$ cat src/rtl/cursor_sequence_store_core_assert.svh
// Assertion macros for the cursor sequence store.
// Both sample on the rising clock edge and stay quiet while reset is high.
`ifndef CURSOR_SEQUENCE_STORE_CORE_ASSERT_SVH
`define CURSOR_SEQUENCE_STORE_CORE_ASSERT_SVH

// Same-cycle implication.
`define CSEQ_CHECK_NOW(label, ante, cons) \
   label: assert property (@(posedge clock) disable iff (reset) (ante) |-> (cons)) \
      else $error("cursor sequence store: check failed");

// Next-cycle implication.
`define CSEQ_CHECK_NEXT(label, ante, cons) \
   label: assert property (@(posedge clock) disable iff (reset) (ante) |=> (cons)) \
      else $error("cursor sequence store: check failed");

`endif

$ cat src/rtl/cseq_pkg.sv
package cseq_pkg;

   localparam int DEPTH_DEF       = 32;
   localparam int VALUE_WIDTH_DEF = 32;
   localparam int CMD_W           = 3;
   localparam int STATUS_W        = 2;
   // wide enough for any position at the largest supported depth (1024)
   localparam int CTL_POS_W       = 11;

   typedef enum logic [CMD_W-1:0] {
      CMD_RESTART = 3'd0,
      CMD_ADVANCE = 3'd1,
      CMD_INSERT  = 3'd2,
      CMD_ATTACH  = 3'd3,
      CMD_REMOVE  = 3'd4
   } cmd_type;

   typedef enum logic [STATUS_W-1:0] {
      ST_DONE    = 2'd0,
      ST_FULL    = 2'd1,
      ST_NO_ITEM = 2'd2
   } status_type;

   typedef enum logic [1:0] {
      SHIFT_HOLD,
      SHIFT_OPEN,
      SHIFT_CLOSE
   } shift_type;

   typedef struct packed {
      shift_type            op;
      logic [CTL_POS_W-1:0] pos;
   } cell_ctl_type;

endpackage

$ cat src/rtl/cseq_req_if.sv
interface cseq_req_if #(
   parameter int VW = cseq_pkg::VALUE_WIDTH_DEF
) ();
   logic                        valid;
   logic                        ready;
   logic [cseq_pkg::CMD_W-1:0]  cmd;
   logic [VW-1:0]               value;

   modport source (output valid, cmd, value, input ready);
   modport sink   (input valid, cmd, value, output ready);
endinterface

$ cat src/rtl/cseq_rsp_if.sv
interface cseq_rsp_if #(
   parameter int CW = 6,
   parameter int VW = cseq_pkg::VALUE_WIDTH_DEF
) ();
   logic                          valid;
   logic                          ready;
   logic [CW-1:0]                 count;
   logic [CW-1:0]                 cursor;
   logic                          has_item;
   logic [VW-1:0]                 current_value;
   logic [cseq_pkg::STATUS_W-1:0] status;

   modport source (output valid, count, cursor, has_item, current_value, status,
                   input ready);
   modport sink   (input valid, count, cursor, has_item, current_value, status,
                   output ready);
endinterface

$ cat src/rtl/cseq_cell.sv
module cseq_cell #(
   parameter int INDEX = 0,
   parameter int VW    = cseq_pkg::VALUE_WIDTH_DEF
) (
   input  logic                   clock,
   input  cseq_pkg::cell_ctl_type ctl,
   input  logic [VW-1:0]          value,
   input  logic [VW-1:0]          left_data,
   input  logic [VW-1:0]          right_data,
   output logic [VW-1:0]          data
);

   localparam logic [cseq_pkg::CTL_POS_W-1:0] MY_POS = cseq_pkg::CTL_POS_W'(INDEX);

   logic [VW-1:0] data_ff;
   logic [VW-1:0] data_in;

   always_comb begin
      data_in = data_ff;
      case (ctl.op)
         cseq_pkg::SHIFT_OPEN: begin
            // take from the left above the gap, load the new value into it
            if (MY_POS > ctl.pos) begin
               data_in = left_data;
            end else if (MY_POS == ctl.pos) begin
               data_in = value;
            end
         end
         cseq_pkg::SHIFT_CLOSE: begin
            if (MY_POS >= ctl.pos) begin
               data_in = right_data;
            end
         end
         default: data_in = data_ff;
      endcase
   end

   always_ff @(posedge clock) begin
      data_ff <= data_in;
   end

   assign data = data_ff;

endmodule

$ cat src/rtl/cursor_sequence_store_core.sv
// Cursor sequence store: an ordered list of up to DEPTH values with a cursor.
//
// req_ch carries one request per valid/ready handshake: a command (restart,
// advance, insert before, attach after, remove current) and a value used by
// insert and attach. rsp_ch returns exactly one response per request with the
// count, cursor, current-item flag, value at the cursor and a status code.
//
// Entries live in a row of cells; an insert or remove shifts every affected
// cell at once in the cycle the request is accepted, whatever its position.
// Once the response register is free, the response is formed from the updated
// cells and loaded into the output register. A new request is not taken
// until the previous response has been formed, because the cursor entry is
// read back from the updated row before the next request may change it.
//
// Reset clears count, cursor and all handshake state; cell contents are not
// cleared and are only ever read below the count. While the receiver stalls
// the response register holds, the finished request waits behind it, and
// req_ch.ready stays low until the response moves out.
`include "cursor_sequence_store_core_assert.svh"

module cursor_sequence_store_core #(
   parameter int DEPTH       = cseq_pkg::DEPTH_DEF,
   parameter int VALUE_WIDTH = cseq_pkg::VALUE_WIDTH_DEF
) (
   input logic        clock,
   input logic        reset,
   cseq_req_if.sink   req_ch,
   cseq_rsp_if.source rsp_ch
);

   localparam int CW = $clog2(DEPTH + 1);
   localparam int IW = $clog2(DEPTH);
   localparam logic [CW-1:0] FULL_COUNT = CW'(DEPTH);

   // list state
   logic [CW-1:0] count_ff,  count_in;
   logic [CW-1:0] cursor_ff, cursor_in;

   // request done, response not yet formed
   logic                 pend_ff, pend_in;
   cseq_pkg::status_type status_ff, status_in;

   // response register
   logic                 rsp_valid_ff, rsp_valid_in;
   logic [CW-1:0]        rsp_count_ff, rsp_cursor_ff;
   logic                 rsp_has_ff;
   logic [VALUE_WIDTH-1:0] rsp_value_ff;
   cseq_pkg::status_type rsp_status_ff;

   logic                  accept;
   logic                  out_free;
   logic                  has_cur;
   logic                  full;
   cseq_pkg::cell_ctl_type ctl;
   cseq_pkg::status_type   req_status;
   logic [CW-1:0]          req_count, req_cursor;
   logic [CW-1:0]          slot_pos;
   logic [VALUE_WIDTH-1:0] cell_data [DEPTH];

   assign has_cur  = cursor_ff < count_ff;
   assign full     = count_ff == FULL_COUNT;
   assign out_free = !rsp_valid_ff || rsp_ch.ready;
   assign accept   = req_ch.valid && req_ch.ready;

   // hold off new requests until the previous one has its response formed
   assign req_ch.ready = !pend_ff;

   // decode the command against the current state
   always_comb begin
      req_count  = count_ff;
      req_cursor = cursor_ff;
      req_status = cseq_pkg::ST_DONE;
      slot_pos   = '0;
      ctl.op     = cseq_pkg::SHIFT_HOLD;
      case (req_ch.cmd)
         cseq_pkg::CMD_RESTART: begin
            req_cursor = '0;
         end
         cseq_pkg::CMD_ADVANCE: begin
            if (has_cur) begin
               req_cursor = cursor_ff + 1'b1;
            end else begin
               req_status = cseq_pkg::ST_NO_ITEM;
            end
         end
         cseq_pkg::CMD_INSERT: begin
            if (full) begin
               req_status = cseq_pkg::ST_FULL;
            end else begin
               // no current item: new entry goes to the front
               slot_pos   = has_cur ? cursor_ff : '0;
               req_cursor = slot_pos;
               req_count  = count_ff + 1'b1;
               ctl.op     = cseq_pkg::SHIFT_OPEN;
            end
         end
         cseq_pkg::CMD_ATTACH: begin
            if (full) begin
               req_status = cseq_pkg::ST_FULL;
            end else begin
               // no current item: new entry goes to the end
               slot_pos   = has_cur ? cursor_ff + 1'b1 : count_ff;
               req_cursor = slot_pos;
               req_count  = count_ff + 1'b1;
               ctl.op     = cseq_pkg::SHIFT_OPEN;
            end
         end
         cseq_pkg::CMD_REMOVE: begin
            if (has_cur) begin
               slot_pos  = cursor_ff;
               req_count = count_ff - 1'b1;
               ctl.op    = cseq_pkg::SHIFT_CLOSE;
            end else begin
               req_status = cseq_pkg::ST_NO_ITEM;
            end
         end
         default: begin
            req_status = cseq_pkg::ST_DONE;
         end
      endcase
      // drop the shift unless the request is really taken
      if (!accept) begin
         ctl.op = cseq_pkg::SHIFT_HOLD;
      end
      ctl.pos = cseq_pkg::CTL_POS_W'(slot_pos);
   end

   // row of cells; the edges see the new value and their own contents
   for (genvar i = 0; i < DEPTH; i++) begin : g_cell
      logic [VALUE_WIDTH-1:0] left_d;
      logic [VALUE_WIDTH-1:0] right_d;
      if (i == 0) begin : g_first
         assign left_d = req_ch.value;
      end else begin : g_mid_l
         assign left_d = cell_data[i-1];
      end
      if (i == DEPTH - 1) begin : g_last
         assign right_d = cell_data[i];
      end else begin : g_mid_r
         assign right_d = cell_data[i+1];
      end
      cseq_cell #(
         .INDEX (i),
         .VW    (VALUE_WIDTH)
      ) u_cell (
         .clock      (clock),
         .ctl        (ctl),
         .value      (req_ch.value),
         .left_data  (left_d),
         .right_data (right_d),
         .data       (cell_data[i])
      );
   end

   // advance list state on acceptance; retire the pending request when the
   // response register can take it
   always_comb begin
      count_in     = count_ff;
      cursor_in    = cursor_ff;
      status_in    = status_ff;
      pend_in      = pend_ff;
      rsp_valid_in = rsp_valid_ff;
      if (rsp_valid_ff && rsp_ch.ready) begin
         rsp_valid_in = 1'b0;
      end
      if (pend_ff && out_free) begin
         pend_in      = 1'b0;
         rsp_valid_in = 1'b1;
      end
      if (accept) begin
         count_in  = req_count;
         cursor_in = req_cursor;
         status_in = req_status;
         pend_in   = 1'b1;
      end
   end

   always_ff @(posedge clock) begin
      if (reset) begin
         count_ff     <= '0;
         cursor_ff    <= '0;
         pend_ff      <= 1'b0;
         rsp_valid_ff <= 1'b0;
      end else begin
         count_ff     <= count_in;
         cursor_ff    <= cursor_in;
         pend_ff      <= pend_in;
         rsp_valid_ff <= rsp_valid_in;
      end
   end

   // payload registers: status of the pending request and the response
   always_ff @(posedge clock) begin
      status_ff <= status_in;
      if (pend_ff && out_free) begin
         rsp_count_ff  <= count_ff;
         rsp_cursor_ff <= cursor_ff;
         rsp_has_ff    <= has_cur;
         rsp_value_ff  <= has_cur ? cell_data[cursor_ff[IW-1:0]] : '0;
         rsp_status_ff <= status_ff;
      end
   end

   assign rsp_ch.valid         = rsp_valid_ff;
   assign rsp_ch.count         = rsp_count_ff;
   assign rsp_ch.cursor        = rsp_cursor_ff;
   assign rsp_ch.has_item      = rsp_has_ff;
   assign rsp_ch.current_value = rsp_value_ff;
   assign rsp_ch.status        = rsp_status_ff;

   // cursor never runs past the stored entries
   `CSEQ_CHECK_NOW(a_cursor_in_range, 1'b1, cursor_ff <= count_ff)
   // count never exceeds the row of cells
   `CSEQ_CHECK_NOW(a_count_in_range, 1'b1, count_ff <= FULL_COUNT)
   // an accepted request always leaves a pending response behind it
   `CSEQ_CHECK_NEXT(a_accept_pends, accept, pend_ff)
   // a response with no current item carries a zero value
   `CSEQ_CHECK_NOW(a_empty_value_zero, rsp_valid_ff && !rsp_has_ff, rsp_value_ff == '0)

endmodule
$ cat src/flat_wrapper.sv
// flat-port wrapper written by rule: the top's interface ports become plain ports
module cursor_sequence_store_core_flat 
#(
   parameter int DEPTH       = cseq_pkg::DEPTH_DEF,
   parameter int VALUE_WIDTH = cseq_pkg::VALUE_WIDTH_DEF
)
  (clock, reset, req_ch_valid, req_ch_cmd, req_ch_value, req_ch_ready, rsp_ch_valid, rsp_ch_count, rsp_ch_cursor, rsp_ch_has_item, rsp_ch_current_value, rsp_ch_status, rsp_ch_ready);
  cseq_req_if req_ch_i ();
  cseq_rsp_if rsp_ch_i ();
  input logic clock;
  input logic reset;
  input wire logic [$bits(req_ch_i.valid)-1:0] req_ch_valid;
  input wire logic [$bits(req_ch_i.cmd)-1:0] req_ch_cmd;
  input wire logic [$bits(req_ch_i.value)-1:0] req_ch_value;
  output wire logic [$bits(req_ch_i.ready)-1:0] req_ch_ready;
  output wire logic [$bits(rsp_ch_i.valid)-1:0] rsp_ch_valid;
  output wire logic [$bits(rsp_ch_i.count)-1:0] rsp_ch_count;
  output wire logic [$bits(rsp_ch_i.cursor)-1:0] rsp_ch_cursor;
  output wire logic [$bits(rsp_ch_i.has_item)-1:0] rsp_ch_has_item;
  output wire logic [$bits(rsp_ch_i.current_value)-1:0] rsp_ch_current_value;
  output wire logic [$bits(rsp_ch_i.status)-1:0] rsp_ch_status;
  input wire logic [$bits(rsp_ch_i.ready)-1:0] rsp_ch_ready;
  assign req_ch_i.valid = req_ch_valid;
  assign req_ch_i.cmd = req_ch_cmd;
  assign req_ch_i.value = req_ch_value;
  assign req_ch_ready = req_ch_i.ready;
  assign rsp_ch_valid = rsp_ch_i.valid;
  assign rsp_ch_count = rsp_ch_i.count;
  assign rsp_ch_cursor = rsp_ch_i.cursor;
  assign rsp_ch_has_item = rsp_ch_i.has_item;
  assign rsp_ch_current_value = rsp_ch_i.current_value;
  assign rsp_ch_status = rsp_ch_i.status;
  assign rsp_ch_i.ready = rsp_ch_ready;
  cursor_sequence_store_core #(.DEPTH(DEPTH), .VALUE_WIDTH(VALUE_WIDTH)) u_core (.clock(clock), .reset(reset), .req_ch(req_ch_i), .rsp_ch(rsp_ch_i));
endmodule
$ cat config.mk
export PLATFORM = sky130hd
export DESIGN_NAME = cursor_sequence_store_core_flat
export DESIGN_NICKNAME = d
export VERILOG_FILES = /design/src/rtl/cseq_pkg.sv /design/src/rtl/cseq_req_if.sv /design/src/rtl/cseq_rsp_if.sv /design/src/rtl/cseq_cell.sv /design/src/rtl/cursor_sequence_store_core.sv /design/src/flat_wrapper.sv
export VERILOG_INCLUDE_DIRS = /design/src /design/src/rtl
export SDC_FILE = /design/constraint.sdc
export NUM_CORES = 2
export LEC_CHECK = 0
export BUFFER_PORTS_ARGS = -buffer_cell sky130_fd_sc_hd__buf_2
export CAP_MARGIN = 25
export CORE_ASPECT_RATIO = 0.7
export CORE_UTILIZATION = 35
export CTS_CLUSTER_DIAMETER = 150
export DETAILED_ROUTE_END_ITERATION = 12
export GPL_ROUTABILITY_DRIVEN = 0
export GPL_TIMING_DRIVEN = 0
export SLEW_MARGIN = 40
export SYNTH_ARGS = -nofsm -noshare
export SYNTH_HDL_FRONTEND = slang
export SYNTH_HIERARCHICAL = 1
export SYNTH_SLANG_ARGS = --single-unit
$ cat constraint.sdc
create_clock -name clock -period 10.3 [get_ports clock]
set_input_delay 0 -clock clock [delete_from_list [all_inputs] [get_ports clock]]
set_output_delay 0 -clock clock [all_outputs]
set_load 0.005 [all_outputs]
==> results.tsv <==
metric	value	unit
status	finished clean	
Die Wd	543	um
sequential fraction of the synthesis area	45.4	%
Layout area overhead	16.1	%
vias in the first global route	57600	
CP Max Fanout	27	
Reg-to-Reg Start	u_core/cursor_ff[2]	
worst hold start	rsp_ch_ready	
period utilization	66.8	%
Min Hold Slack	166	ps
worst skew pair latency	780	ps
Crit Path Class	reg2reg	
number of buffers added on ports	87	
TritonCTS clock tree	yes	
Mapped Area	71600	um^2
Num CTS Buffers	130	
Hold Vio Cnt, Final	0	
# rows	138	
Placed Cells	9198	
CTS resizes	0	
ys async rst share	0	%
count leader, synth	edfxtp_1	
Placed Area	78700	um^2
Post-synth top flop	edfxtp_1	
total global-route track usage	26.1	%
Startpoint Class	flop	
Initial DRT Pass Iterations	7	
Pleak	28.4	nW
ANT nets after route	0	
synthesized area per cell	12.0	um^2
minimum clock period after layout	6880	ps
clock-pin transition on the worst setup and hold timing paths	60	ps
register area	32500	um^2
Hold/Removal Path Class	in2reg	
fill cell count	19100	
Post-synth top cells	edfxtp_1 (1,073), nor2_1 (580), a21oi_1 (428)	
fin cells	9484	
CTS H-Tree Depth	4	
die area	207000	um^2
drt wl/cell	29.3	um
DP Wirelength	219	mm
hold buffers post-CTS	43	
WP data required	10760	ps
Total Wirelength	278	mm
Initial Util	35.3	%
global-route wire length before repair	404	mm
worst rel slew slack	37.3	%
WP data arrival	7350	ps
r2r setup slk	3420	ps
Root Driver	clkbuf_16	
area of the core	203000	um^2
synthesis-stage register bit count	1087	
top cell type's share of synthesized area	45.0	%
Final Skew	21.9	ps
EDFF count, synth	1073	
ranking of synthesized cells by area	edfxtp_1 (45%), mux4_2 (9.1%), mux2_4 (3.8%)	
CP Capture Type	flop	
DR vias/cell	6.43	
pin count of the biggest net entering global routing	33	
initial antenna violation count	20	
Min-Delay Endpoint	u_core/rsp_ch.valid	
max-slew violations	0	
DR iter-0 viols	10300	
Worst R2R Path Depth	17	
Vert. Die Dim	381	um
Via Count	61000	
cells after synthesis	5973	
Final nets	6696	
Max VDD drop	0.179	mV
Clock Path Buffers	3	
Hold Path Depth	5	
post-CTS setup buffer count	0	
Cell Pwr Density	126	nW/um^2
share of layout cells above drive strength 1	25.5	%
synth unique cells	109	
area of the multi-input gates	36800	um^2
RR Endpoint	u_core/g_cell[3].u_cell/data[6]	
Final Power	10.5	mW
Clock Sinks	1087	
post-route cell area	83200	um^2
RSZ-0062 raised after global routing	no	
Final setup viols	0	
fmax	145	MHz
Synth Warn #	6	
io pins	88	
total of max-cap violations	0	
Worst-Margin Slew	936	ps
total grt overflow	0	
Synth area leader	edfxtp_1	
DRC viols	0	
## how the worst max path moves through the flow
| stage | start | end | slack [ps] | depth (start not counted) |
|---|---|---|---|---|
| after floorplan | u_core/count_ff[3] | u_core/g_cell[14].u_cell/data[0] | 10 | 8 |
| after global placement | u_core/cursor_ff[1] | u_core/g_cell[10].u_cell/data[5] | -13600 | 7 |
| after detailed placement | u_core/cursor_ff[2] | u_core/g_cell[3].u_cell/data[6] | 3950 | 17 |
| after CTS | u_core/cursor_ff[2] | u_core/g_cell[3].u_cell/data[6] | 3900 | 17 |
| after global routing | u_core/cursor_ff[2] | u_core/g_cell[3].u_cell/data[7] | 3430 | 17 |
| final | u_core/cursor_ff[2] | u_core/g_cell[3].u_cell/data[6] | 3420 | 17 |
## power breakdown
part | leakage, nW | total (mW) | internal [mW] | switching [mW]
registers | 9.79 | 4.93 | 4.91 | 0.0197
clock network | 1.93 | 4.49 | 2.52 | 1.97
logic | 16.6 | 1.08 | 0.430 | 0.655
total | 28.4 | 10.5 | 7.86 | 2.64
## per-stage QoR
stage | setup TNS, ps | util, % | worst slack (ps)
floorplan | 0 | - | 10.5
global placement | -9079550 | 37.7 | -13600
detailed placement | 0 | 38.8 | 3950
CTS | 0 | 41.0 | 3900
global route | 0 | 41.0 | 3430
finish | 0 | 41.0 | 3420
## critical path: stages (launching register included)
cell      delay [ps]
dfxtp_1          390
buf_2            460
buf_2            690
buf_2            550
clkbuf_1         510
nand4b_1         240
nand3_4          330
buf_12           310
buf_12           180
nor4_4           700
buf_2            360
nand2_1          100
nor4_2           500
buf_2            300
buf_2            210
buf_2            210
buf_2            200
buf_2            230
## layout make-up
type                    instances  area share (%)
multi-input cells            4462            44.3
flip-flops and latches       1087            39.1
plain buffers                 647            4.41
clock buffers                 168            4.26
well taps                    2730            4.11
repair buffers                298            3.24
clock inverters                64           0.511
inverters                      20          0.0902
diodes                          8          0.0241
## kinds of logic (layout without fill, tap and decap cells)
group | count (synthesis) | count (layout) | share of synthesized area (%)
simple gates | 1590 | 1590 | 12.0
buf+inv | 667 | 1197 | 5.19
flops | 1087 | 1087 | 45.4
other cells | 1 | 252 | 0.00523
compound gates | 1717 | 1717 | 18.1
mux | 868 | 868 | 18.7
xor+xnor | 32 | 32 | 0.391
fa+ha+maj | 11 | 11 | 0.203
## placed cells by master (no fill, tap or decap), types with 36 or more instances in the layout
cell type,instances
mux4_2,288
edfxtp_1,1073
o21ai_0,42
a211oi_1,36
buf_4,78
clkbuf_1,337
nand4_1,276
o31ai_1,159
o21ai_1,40
a21oi_1,423
nand3_1,77
dlygate4sd3_1,43
o211ai_1,86
nand2_1,207
mux2_4,179
a41oi_1,89
and3b_1,96
conb_1,244
a31oi_1,366
buf_8,42
nor2b_1,49
mux2_2,169
buf_2,273
buf_1,36
buf_6,107
a221o_1,125
clkbuf_16,137
nor2_1,576
o31ai_2,198
and2_1,129
mux2i_1,229
## per-layer routing
layer | up-vias | global-route usage, % | wire length (um)
met5 | - | 0.765 | 305
met4 | 19 | 6.55 | 6810
met3 | 399 | 10.9 | 44800
met2 | 4745 | 33.1 | 106000
met1 | 30500 | 39.6 | 121000
li1 | 25400 | - | -
## registers in the layout, summed over array words and instances, names as in the netlist, 2 cells and up
| signal | flops |
|---|---|
| u_core/g_cell.u_cell/data | 1024 |
| u_core/rsp_ch.count | 6 |
| u_core/rsp_ch.cursor | 6 |
| u_core/cursor_ff | 6 |
| u_core/rsp_ch.current_value | 32 |
| u_core/count_ff | 6 |
| u_core/status_ff | 2 |
| u_core/rsp_ch.status | 2 |
Note: power is estimated with default switching activity, not from simulation.
